<file path="src/design/rv32_pkg.sv">
// Package for the RV32IMC execute block: status codes, opcodes, types.
// No dependencies.
`default_nettype none
package rv32_pkg;

  localparam int unsigned RegCount = 32;

  typedef enum logic [2:0] {
    ST_DONE    = 3'd0,
    ST_READ    = 3'd1,
    ST_WRITE   = 3'd2,
    ST_ECALL   = 3'd3,
    ST_ILLEGAL = 3'd4,
    ST_FAULT   = 3'd5,
    ST_STRAY   = 3'd6
  } status_e;

  typedef enum logic [2:0] {
    PK_LB  = 3'd0,
    PK_LH  = 3'd1,
    PK_LW  = 3'd2,
    PK_LBU = 3'd3,
    PK_LHU = 3'd4,
    PK_ST  = 3'd5
  } pkind_e;

  localparam logic [0:0] CMD_EXEC = 1'b0;

  localparam logic [6:0] OP_LUI    = 7'h37;
  localparam logic [6:0] OP_AUIPC  = 7'h17;
  localparam logic [6:0] OP_JAL    = 7'h6f;
  localparam logic [6:0] OP_JALR   = 7'h67;
  localparam logic [6:0] OP_BRANCH = 7'h63;
  localparam logic [6:0] OP_LOAD   = 7'h03;
  localparam logic [6:0] OP_STORE  = 7'h23;
  localparam logic [6:0] OP_IMM    = 7'h13;
  localparam logic [6:0] OP_REG    = 7'h33;
  localparam logic [6:0] OP_SYSTEM = 7'h73;
  localparam logic [31:0] INSN_ECALL = 32'h0000_0073;

  // Operation codes that the decoder hands to the datapath
  typedef enum logic [3:0] {
    AOP_ADD, AOP_SUB, AOP_SLL, AOP_SLT, AOP_SLTU, AOP_XOR,
    AOP_SRL, AOP_SRA, AOP_OR, AOP_AND, AOP_PASSB, AOP_MUL
  } aop_e;

  typedef enum logic [2:0] {
    BR_NONE, BR_EQ, BR_NE, BR_LT, BR_GE, BR_LTU, BR_GEU, BR_ALWAYS
  } br_e;

  // Decoded instruction
  typedef struct packed {
    logic [4:0]  rs1;
    logic [4:0]  rs2;
    logic [4:0]  rd;
    logic        wr_en;
    logic        b_imm;      // operand b is imm
    logic        a_pc;       // operand a is pc
    logic [31:0] imm;
    aop_e        aop;
    logic [2:0]  mfunc;      // M-extension funct3
    logic        is_div;
    br_e         br;
    logic        jalr;       // target = (rs1 + imm) & ~1
    logic        link;       // rd gets pc + size
    logic        load;
    logic        store;
    pkind_e      lkind;
    logic [2:0]  size;
    status_e     st;
    logic        comp;
  } dec_t;

  typedef enum logic [2:0] {
    S_IDLE, S_EXEC, S_MUL, S_DIV, S_DIVFIX, S_OUT
  } state_e;

  // Controller to datapath
  typedef struct packed {
    logic take_in;
    logic exec;
    logic mul_go;
    logic div_start;
    logic div_step;
    logic finish;
  } cmd_t;

  // Datapath to controller
  typedef struct packed {
    logic is_resp;
    logic is_mul;
    logic is_div;
    logic div_last;
  } sts_t;

  function automatic logic [31:0] sx12(input logic [11:0] v);
    return {{20{v[11]}}, v};
  endfunction

endpackage
`default_nettype wire

</file>
<file path="src/design/rv32_ctrl.sv">
// Controller state machine sequencing capture, execute, M-unit and output.
// Uses rv32_pkg.
`default_nettype none
module rv32_ctrl (
  input  logic              clk_i,
  input  logic              rst_ni,
  input  logic              in_valid_i,
  output logic              in_ready_o,
  output logic              out_valid_o,
  input  logic              out_ready_i,
  input  rv32_pkg::sts_t    sts_i,
  output rv32_pkg::cmd_t    cmd_o
);
  import rv32_pkg::*;

  state_e state_q, state_d;

  always_ff @(posedge clk_i or negedge rst_ni) begin
    if (!rst_ni) state_q <= S_IDLE;
    else state_q <= state_d;
  end

  // Next state
  always_comb begin
    state_d = state_q;
    case (state_q)
      S_IDLE:   if (in_valid_i) state_d = S_EXEC;
      S_EXEC: begin
        if (sts_i.is_resp) state_d = S_OUT;
        else if (sts_i.is_div) state_d = S_DIV;
        else if (sts_i.is_mul) state_d = S_MUL;
        else state_d = S_OUT;
      end
      S_MUL:    state_d = S_DIVFIX;
      S_DIV:    if (sts_i.div_last) state_d = S_DIVFIX;
      S_DIVFIX: state_d = S_OUT;
      S_OUT:    if (out_ready_i) state_d = S_IDLE;
      default:  state_d = S_IDLE;
    endcase
  end

  // Outputs
  always_comb begin
    cmd_o = '0;
    in_ready_o = 1'b0;
    out_valid_o = 1'b0;
    case (state_q)
      S_IDLE: begin
        in_ready_o = 1'b1;
        cmd_o.take_in = in_valid_i;
      end
      S_EXEC: begin
        cmd_o.exec = !sts_i.is_resp;
        cmd_o.mul_go = !sts_i.is_resp && sts_i.is_mul && !sts_i.is_div;
        cmd_o.div_start = !sts_i.is_resp && sts_i.is_div;
      end
      S_DIV:    cmd_o.div_step = 1'b1;
      S_OUT: begin
        out_valid_o = 1'b1;
        cmd_o.finish = out_ready_i;
      end
      default: ;
    endcase
  end
endmodule
`default_nettype wire

</file>
<file path="config.mk">
export PLATFORM = sky130hd
export DESIGN_NAME = rv32_ctrl
export DESIGN_NICKNAME = d
export VERILOG_FILES = /design/src/design/rv32_pkg.sv /design/src/design/rv32_ctrl.sv
export SDC_FILE = /design/constraint.sdc
export NUM_CORES = 1
export LEC_CHECK = 0
export BUFFER_PORTS_ARGS = -buffer_cell sky130_fd_sc_hd__buf_2
export CORE_AREA = 2 2 39 41
export CTS_CLUSTER_DIAMETER = 100
export DETAILED_ROUTE_END_ITERATION = 16
export DIE_AREA = 0 0 41 43
export GPL_ROUTABILITY_DRIVEN = 1
export PLACE_DENSITY = 0.43
export SLEW_MARGIN = 20
export SYNTH_ARGS = -nofsm -noshare
export SYNTH_HDL_FRONTEND = slang
export SYNTH_SLANG_ARGS = --single-unit
</file>
<file path="constraint.sdc">
create_clock -name clk_i -period 2.9 [get_ports clk_i]
set_input_delay 0.145 -clock clk_i [delete_from_list [all_inputs] [get_ports clk_i]]
set_output_delay 0.145 -clock clk_i [all_outputs]
set_load 0.02 [all_outputs]
</file>
; After elaboration in Yosys (flattened, before gate mapping)
; Cells that the tools add are included.
[totals]
regBits = 3
latchBits = 0
ram_bits = 0
mem_bits_ro = 0
in_bits = 8
out_inout_bits = 8
word_cells = 29
mem_count = 0
[classes]
add_sub_neg = 0
mul = 0
n_div = 0
n_lt_le_gt_ge = 0
n_eq_ne = 8
n_shift = 0
muxes = 13
bitwise_logic = 0
n_reduce_logical = 7
[op_table]
columns = op, count
row1 = 3-bit two-way mux, 7
row2 = 3-bit one-hot mux with 6 select lines, 1
row3 = 3-bit by 2-bit equality test with 1-bit output (second input constant), 2
row4 = 3-bit equality test (second input constant), 2
row5 = 2-bit != test (second input constant), 3
row6 = 1-bit two-way mux, 5
row7 = 3-bit by 1-bit equality test with 1-bit output (second input constant), 1
row8 = 1-bit logical AND, 3
row9 = 3-bit zero test, 1
row10 = 3-bit AND reduction, 1
row11 = 1-bit zero test, 2

; Depth between registers and ports, before layout
; Gate-level depths: netlist of run 1.
[logic_depth]
word_depth = 4
ltp_mapped = 4
mapped_depth_nobuf = 3

; Worst setup path before layout of run 1
; Ideal clock, no wire load.
[synth_timing]
kind = reg-to-output
start = reg state_q[1]
end = out cmd_o[5] (netlist name)
arrival_ns = 1.316
required_time_ns = 2.755
slack_ns = 1.439
stages_incl_launch_ff = 3
n_path_buf = 0
cell_sequence = dfrtp_1 nor3_1 and2_1
[synth_rtl]
columns = item, line
row1 = "start, declared", rv32_ctrl.sv:16  ; state_e state_q, state_d;
row2 = "start signal, assigned", rv32_ctrl.sv:20  ; else state_q <= state_d;
row3 = "end, declared", rv32_ctrl.sv:12  ; output rv32_pkg::cmd_t cmd_o

==> impl_metrics.py, run 1 <==
metrics = {
    "outcome": {
        "status": "complete, no violations",
    },
    "timing": {
        "hold_viol_final": 0,
        "maxSlewHeadroom": 0.811,
        "slew_violations": 0,
        "finalClockSkew_ns": 0.000507,
        "max_clock_freq_ghz": 0.664,
        "setup_viol": 0,
        "tns_ns": 0,
        "timing.final.crit_share": 0.519,
        "tightest_slew_ns": 0.283,
        "rsz0062_at_grt": "no",
        "period_minus_slack_ns": 1.51,
    },
    "route": {
        "via_per_inst": 4.43,
        "vias": 279,
        "dr.pass1.iters": 4,
        "drt_wl_total_um": 664,
        "drc": 0,
        "detail-route-antenna-nets": 0,
        "wire_per_inst_um": 10.5,
        "drtIter0Drc": 5,
    },
    "place": {
        "portBuffers": 15,
        "hpwlAfterDp_um": 484,
        "place.gp.congestion": 0.674,
        "dp.cells": 58,
    },
    "power_and_ir_drop": {
        "ir_worst_vdd_mv": 0.218,
        "leakagePower_nw": 0.186,
        "total_power_uw": 341,
        "p_per_area_mw_per_mm2": 910,
    },
    "finish": {
        "multi_input_area_um2": 161,
        "final_common_cell": "buf_2",
        "final_util": 0.271,
        "final_cells": 63,
        "reg_top3": "state_q x3",
        "drive_gt1_frac": 0.489,
        "fin_nets": 56,
        "syn_to_final_growth_pct": 50.8,
        "diodes": 0,
        "final_cell_mix": "buf_2 (15), nor2_1 (3), clkbuf_4 (3), dfrtp_1 (3)",
        "regMostFlops": "state_q",
        "layout.filler_cells": 150,
        "largest_reg_flops": 3,
        "ff_latch_area_um2": 75.1,
    },
    "worst_setup_path": {
        "path_class": "flip-flop to output port",
        "worstPathCellList": "nor4b_2 > nor2b_1 > buf_2",
        "crit_path_end_kind": "output port",
        "slowest_stage": "dfrtp_1",
        "cp-start-kind": "flip-flop",
        "crit_fanout": 6,
        "path_buf_inv": 1,
        "path_delay_family": "simple AND/OR/NAND/NOR gates",
        "cp_data_required_time_ns": 2.76,
        "cp.arrival_ns": 1.36,
        "slowest_delay_ns": 0.45,
    },
    "grt": {
        "antenna_found_initial": 0,
        "overflow": 0,
        "grt_pass1_wl_um": 972,
        "grt_pass1_vias": 246,
        "grt_max_degree": 10,
        "track_usage": 0.0854,
    },
    "floorplan": {
        "die_area_mm2": 0.00176,
        "initial_core_util": 0.180,
        "core_mm2": 0.00138,
        "io_pins": 16,
        "die_y_um": 43,
        "die_x_um": 41,
        "floorplan.rows": 14,
    },
    "clock_tree": {
        "cts-root-buf": "clkbuf_4",
        "cts_buffers": 3,
        "clkLatencyLatePin_ns": 0.23,
        "clk_pin_slew_ns": 0.04,
        "cts_setup_buffers": 0,
        "cts_tree": "yes",
        "cts.sinks": 3,
        "htreeDepth": 1,
        "clk_path_buf_depth": 2,
    },
    "synth": {
        "yosysTopAreaCellShare": 0.302,
        "synth-seq-cells": 3,
        "avgSynthCellArea_um2": 8.89,
        "yosysSeqAreaShare": 0.302,
        "yosysWarnings": 0,
        "syn_nets": 36,
        "synth_area_leaders": "dfrtp_1 (30%), nor4b_2 (12%), mux2_4 (6.0%)",
        "synth_cells": 28,
        "synth_area_um2": 249,
        "synth.distinct_cells": 21,
        "ys.flop_type": "dfrtp_1",
        "async_reset_ff_frac": 1.00,
        "synth_enable_flop_cells": 0,
        "synth_area_leader_cell": "dfrtp_1",
    },
    "flow_run": {
        "cap_violations": 0,
    },
    "min_path": {
        "worstHoldPathType": "input port to flip-flop",
    },
}
[cells by family (layout without fill, tap and decap cells)]
kind of cell	after synthesis	in the layout	synth area share
compound gates	7	7	0.191
buf+inv	3	22	0.0502
mux	1	1	0.0603
flops	3	3	0.301
simple gates	14	14	0.397
[final cells by class]
| cell class | instances | share of cell area |
|---|---|---|
| clock buffer | 4 | 0.0700 |
| inverter | 2 | 0.0200 |
| multi-input combinational | 22 | 0.430 |
| sequential | 3 | 0.200 |
| tap | 16 | 0.0533 |
| timing repair buffer | 16 | 0.227 |
[repair_timing]
item                                    4_1_cts  5_1_grt
endpoints found under the hold margin         3        0
endpoints found under the setup margin        0        0
gates resized for setup                       0        0
hold buffers                                  1        0
[Yosys cell counts, types with 2 or more instances]
cell,instances
nor2_1,3
nand2b_1,2
and2_1,2
dfrtp_1,3
nor4b_2,2
[layer usage]
layer | GRT usage | share of wire | up-vias
met1 | 0.0968 | 0.47 | 120
met4 | 0.0800 | 0 | 0
met2 | 0.116 | 0.45 | 20
met3 | 0.0314 | 0.074 | 0
met5 | 0 | 0 | -
li1 | - | - | 139
[worst paths after layout]
check	from	end	slack (ns)	depth (start not counted)
max in group asynchronous	rst_ni	state_q[0]	2.56	2
min	out_ready_i	state_q[2]	0.16	2
min reg2reg	state_q[0]	state_q[2]	0.66	1
max	state_q[1]	cmd_o[3]	1.39	3
max reg2reg	state_q[1]	state_q[0]	1.75	3
min in group asynchronous	rst_ni	state_q[2]	0.23	2
[worst register-to-register path, stage by stage (launching register included)]
cell	delay (ns)
dfrtp_1	0.45
nor4b_2	0.33
nor2_1	0.07
o21a_1	0.18
[power by group]
part | internal [mW] | switching, mW | total (mW)
combinational | 0.0739 | 0.0939 | 0.168
clock | 0.0516 | 0.0224 | 0.0741
sequential | 0.0597 | 0.0398 | 0.0995
total | 0.185 | 0.156 | 0.341
[through the flow]
stage                     worst slack (ns)  instance area (um2)  hold WS (ns)
after floorplan                       1.44                  249        -0.151
after global placement                1.67                  339       -0.0558
after detailed placement              1.65                  339       -0.0579
after CTS                             1.38                  375         0.142
after global routing                  1.34                  375         0.160
final                                 1.39                  375         0.156
Power figures use the tool's default switching activity.
==> inputs of run 2 (changes only) <==
==> constraint.sdc (replaced) <==
create_clock -name clk_i -period 1.45 [get_ports clk_i]
set_input_delay 0.0725 -clock clk_i [delete_from_list [all_inputs] [get_ports clk_i]]
set_output_delay 0.0725 -clock clk_i [all_outputs]
set_load 0.02 [all_outputs]
==> impl_metrics.py, run 2 (synthesized netlist as in run 1, its figures left out) <==
metrics = {
    "outcome": {
        "status": "complete, no violations",
    },
    "clock_tree": {
        "clkLatencyLatePin_ns": 0.23,
        "cts.sinks": 3,
        "htreeDepth": 1,
        "clk_path_buf_depth": 2,
        "clk_pin_slew_ns": 0.04,
        "cts_buffers": 3,
        "cts-root-buf": "clkbuf_4",
        "cts_tree": "yes",
    },
    "place": {
        "portBuffers": 15,
        "place.gp.congestion": 0.674,
        "hpwlAfterDp_um": 484,
    },
    "worst_setup_path": {
        "reg2reg_from": "state_q[2]",
        "crit_fanout": 6,
        "path_class": "flip-flop to output port",
        "r2r-end": "state_q[0]",
        "cp-start-kind": "flip-flop",
        "cp-startpoint": "state_q[1]",
        "cp.arrival_ns": 1.32,
        "crit_path_end_kind": "output port",
        "timing.reg2reg.setup_slack_ns": 0.32,
        "cp_data_required_time_ns": 1.38,
        "rr_worst_depth": 3,
    },
    "timing": {
        "setup_viol": 0,
        "period_minus_slack_ns": 1.39,
        "whs_ns": 0.0834,
        "maxSlewHeadroom": 0.811,
        "timing.final.crit_share": 0.958,
        "finalClockSkew_ns": 0.000509,
        "slew_violations": 0,
        "tightest_slew_ns": 0.283,
        "rsz0062_at_grt": "yes",
        "max_clock_freq_ghz": 0.720,
        "hold_viol_final": 0,
    },
    "finish": {
        "final_common_cell": "buf_2",
        "largest_reg_flops": 3,
        "diodes": 0,
        "layout.filler_cells": 149,
        "reg_top3": "state_q x3",
        "final_cell_mix": "buf_2 (15), nor2_1 (3), clkbuf_4 (3)",
        "drive_gt1_frac": 0.511,
        "fin_nets": 56,
        "syn_to_final_growth_pct": 51.3,
        "regMostFlops": "state_q",
    },
    "grt": {
        "grt_pass1_wl_um": 972,
        "antenna_found_initial": 0,
        "grt_max_degree": 10,
        "grt_pass1_vias": 246,
        "overflow": 0,
        "track_usage": 0.0854,
    },
    "power_and_ir_drop": {
        "leakagePower_nw": 0.184,
        "total_power_uw": 684,
        "p_per_area_mw_per_mm2": 1820,
        "ir_worst_vdd_mv": 0.437,
    },
    "floorplan": {
        "floorplan.rows": 14,
        "die_x_um": 41,
        "die_area_mm2": 0.00176,
        "initial_core_util": 0.180,
        "die_y_um": 43,
        "core_mm2": 0.00138,
        "io_pins": 16,
    },
    "route": {
        "via_per_inst": 4.43,
        "vias": 279,
        "wire_per_inst_um": 10.4,
        "detail-route-antenna-nets": 0,
        "drc": 0,
        "drtIter0Drc": 5,
        "drt_wl_total_um": 658,
        "dr.pass1.iters": 4,
    },
    "min_path": {
        "hold_path_end": "state_q[2]",
        "hp-start": "out_ready_i",
        "worstHoldPathType": "input port to flip-flop",
        "holdPathStages": 2,
    },
    "flow_run": {
        "cap_violations": 0,
    },
}
run 2: cell counts in the layout (fill, tap and decap cells not counted):
No cell type changed its count.
run 2: how the worst max path moves through the flow:
| stage | endpoint | slack [ns] | cells after the start |
|---|---|---|---|
| after floorplan | cmd_o[5] | 0.06 | 2 |
| final | cmd_o[3] | 0.06 | 3 |
| after global routing | cmd_o[5] | -0.007 | 3 |
| after CTS | cmd_o[3] | 0.004 | 3 |
| after detailed placement | cmd_o[3] | 0.27 | 3 |
| after global placement | state_q[0] | 0.29 | 3 |
run 2: area by class of cell:
| type | instances | area (um2) | area share |
|---|---|---|---|
| timing repair buffer | 16 | 85.1 | 0.226 |
| tap | 16 | 20.0 | 0.0532 |
| sequential | 3 | 76.3 | 0.203 |
| clock buffer | 4 | 26.3 | 0.0698 |
| inverter | 2 | 7.51 | 0.0199 |
| multi-input combinational | 22 | 161 | 0.429 |
run 2: timing repair:
action,CTS,global route
hold buffers,1,0
hold endpoints to repair,3,0
buffers inserted,0,0
setup endpoints to repair,0,3
gates resized for setup,0,1
run 2: layer usage:
| metal | track usage | vias up | part of all wire |
|---|---|---|---|
| li1 | - | 139 | - |
| met1 | 0.0968 | 120 | 0.47 |
| met2 | 0.116 | 20 | 0.46 |
| met3 | 0.0314 | 0 | 0.074 |
| met4 | 0.0800 | 0 | 0 |
| met5 | 0 | - | 0 |
run 2: stage by stage:
stage          setup slack, ns  cell area (um2)  TNS (ns)  std cells   util
6_report                0.0611              377         0         63  0.272
5_1_grt               -0.00668              377  -0.00668         63  0.272
4_1_cts                0.00396              375         0         63  0.271
3_5_place_dp             0.272              339         0         58  0.245
3_3_place_gp             0.291              339         0         58  0.245
2_1_floorplan           0.0614              249         0         28      -
run 2: where the power goes:
group / switching, mW / internal (mW)
logic: 0.188 / 0.148
registers: 0.0794 / 0.121
clock network: 0.0449 / 0.103
total: 0.312 / 0.372
run 2: worst max-delay path: stages (launching register included):
cell and delay, ns:
dfrtp_2 0.45, nor4b_2 0.29, nor2b_1 0.17, buf_2 0.17
==> inputs of run 3 (changes only) <==
--- a/config.mk
+++ b/config.mk
@@ -11,7 +11,8 @@
 export DETAILED_ROUTE_END_ITERATION = 16
 export DIE_AREA = 0 0 41 43
 export GPL_ROUTABILITY_DRIVEN = 1
-export PLACE_DENSITY = 0.43
+export PLACE_DENSITY = 0.44
+export SKIP_LAST_GASP = 1
 export SLEW_MARGIN = 20
 export SYNTH_ARGS = -nofsm -noshare
 export SYNTH_HDL_FRONTEND = slang
==> constraint.sdc (replaced) <==
create_clock -name clk_i -period 1.2 [get_ports clk_i]
set_input_delay 0.06 -clock clk_i [delete_from_list [all_inputs] [get_ports clk_i]]
set_output_delay 0.06 -clock clk_i [all_outputs]
set_load 0.02 [all_outputs]
==> impl_metrics.py, run 3 (synthesized netlist as in run 1, its figures left out) <==
metrics = {
    "min_path": {
        "hp-start": "out_ready_i",
        "hold_path_end": "state_q[2]",
        "worstHoldPathType": "input port to flip-flop",
        "holdPathStages": 2,
    },
    "route": {
        "dr.pass1.iters": 2,
        "via_per_inst": 4.49,
        "drc": 0,
        "drtIter0Drc": 7,
        "drt_wl_total_um": 807,
        "vias": 301,
        "wire_per_inst_um": 12.0,
        "detail-route-antenna-nets": 0,
    },
    "timing": {
        "maxSlewHeadroom": 0.836,
        "setup_viol": 6,
        "hold_viol_final": 0,
        "finalClockSkew_ns": 0.00153,
        "rsz0062_at_grt": "yes",
        "slew_violations": 0,
        "timing.final.crit_share": 1.11,
        "period_minus_slack_ns": 1.33,
        "max_clock_freq_ghz": 0.751,
        "setup_ws_ns": -0.132,
        "whs_ns": 0.0608,
        "tightest_slew_ns": 0.244,
    },
    "finish": {
        "largest_reg_flops": 3,
        "reg_top3": "state_q x3",
        "design_area_um2": 458,
        "syn_to_final_growth_pct": 83.9,
        "final_cells": 67,
        "ff_latch_area_um2": 78.8,
        "multi_input_area_um2": 189,
        "final_util": 0.331,
        "regMostFlops": "state_q",
        "diodes": 0,
        "final_cell_mix": "buf_2 (9), buf_4 (9), nor2_1 (3), clkbuf_4 (3), dfrtp_2 (3)",
        "drive_gt1_frac": 0.627,
        "layout.filler_cells": 158,
        "fin_nets": 60,
    },
    "place": {
        "dpl_cell_area_um2": 354,
        "portBuffers": 15,
        "dp.cells": 60,
        "place.gp.congestion": 0.725,
        "hpwlAfterDp_um": 559,
    },
    "floorplan": {
        "die_x_um": 41,
        "die_y_um": 43,
        "io_pins": 16,
        "floorplan.rows": 14,
        "core_mm2": 0.00138,
        "initial_core_util": 0.180,
        "die_area_mm2": 0.00176,
    },
    "power_and_ir_drop": {
        "p_switching_uw": 439,
        "switching_share": 0.425,
        "total_power_mw": 1.03,
        "internal_power_uw": 593,
        "p_seq_frac": 0.241,
        "leakagePower_nw": 0.221,
        "power_frac_clock": 0.176,
        "p_per_area_mw_per_mm2": 2250,
        "ir_worst_vdd_mv": 0.614,
        "comb_power_share": 0.583,
    },
    "worst_setup_path": {
        "crit_fanout": 4,
        "path_class": "flip-flop to output port",
        "reg2reg_from": "state_q[1]",
        "cp.arrival_ns": 1.27,
        "rr_worst_depth": 4,
        "crit_path_end_kind": "output port",
        "timing.reg2reg.setup_slack_ns": 0.05,
        "cp-start-kind": "flip-flop",
        "r2r-end": "state_q[1]",
        "cp_data_required_time_ns": 1.14,
    },
    "grt": {
        "overflow": 0,
        "grt_max_degree": 8,
        "track_usage": 0.118,
        "grt_pass1_wl_mm": 1.34,
        "grt_pass1_vias": 309,
        "antenna_found_initial": 0,
    },
    "clock_tree": {
        "cts_tree": "yes",
        "cts_buffers": 3,
        "htreeDepth": 1,
        "clk_pin_slew_ns": 0.04,
        "clk_path_buf_depth": 2,
        "cts.sinks": 3,
        "clkLatencyLatePin_ns": 0.24,
        "cts-root-buf": "clkbuf_4",
    },
    "flow_run": {
        "cap_violations": 0,
    },
    "outcome": {
        "violations": "negative setup slack",
        "status": "finished with violations",
    },
}
==> run 3: cell types whose count changed in the layout (fill, tap and decap cells not counted) <==
cell,previous run,this run
buf_4,0,9
buf_2,15,9
dfrtp_1,2,0
dfrtp_2,1,3
nor4b_2,2,0
nor4b_4,0,2
buf_6,0,1
inv_2,1,0
inv_4,0,1
nand2b_1,2,1
nand2b_4,0,1
nor2b_1,1,0
nor2b_2,0,1
==> run 3: what timing repair did <==
action,CTS,global route
hold buffers,1,0
resized for setup,13,3
pin swaps,3,1
setup endpoints to repair,8,8
setup buffers,2,0
hold endpoints to repair,3,0
==> run 3: through the flow <==
stage | worst slack, ns | TNS [ns]
floorplan | -0.176 | -0.343
global placement | 0.0572 | 0
detailed placement | 0.0444 | 0
CTS | -0.147 | -0.618
global route | -0.198 | -0.967
finish | -0.132 | -0.495
==> run 3: final cells by class <==
class	count	area share
Multi-Input combinational cell	22	0.413
Timing Repair Buffer	20	0.292
Clock buffer	4	0.0574
Inverter	2	0.0219
Tap cell	16	0.0437
Sequential cell	3	0.172
==> run 3: worst max path at each step <==
stage / from / to
floorplan: state_q[1] / cmd_o[5]
global placement: state_q[1] / cmd_o[3]
detailed placement: state_q[1] / cmd_o[3]
CTS: state_q[1] / cmd_o[3]
global route: state_q[1] / cmd_o[3]
finish: state_q[1] / cmd_o[3]
==> run 3: critical path, stage by stage, from the launching register on <==
cell and delay (ns):
dfrtp_2 0.45, nor4b_4 0.27, nor2b_2 0.17, buf_4 0.14
==> run 3: power groups by stage <==
| stage | clock (mW) | combinational, mW | sequential (mW) |
|---|---|---|---|
| 2_1_floorplan | 0 | 0.339 | 0.187 |
| 3_3_place_gp | 0 | 0.478 | 0.222 |
| 3_5_place_dp | 0 | 0.473 | 0.229 |
| 4_1_cts | 0.193 | 0.598 | 0.246 |
| 5_1_grt | 0.208 | 0.655 | 0.258 |
| 6_report | 0.181 | 0.601 | 0.249 |
==> run 3: layer usage <==
layer	wire [um]	global-route usage
met4	0	0.0400
met3	50	0.0785
met1	314	0.126
met5	0	0
met2	441	0.178
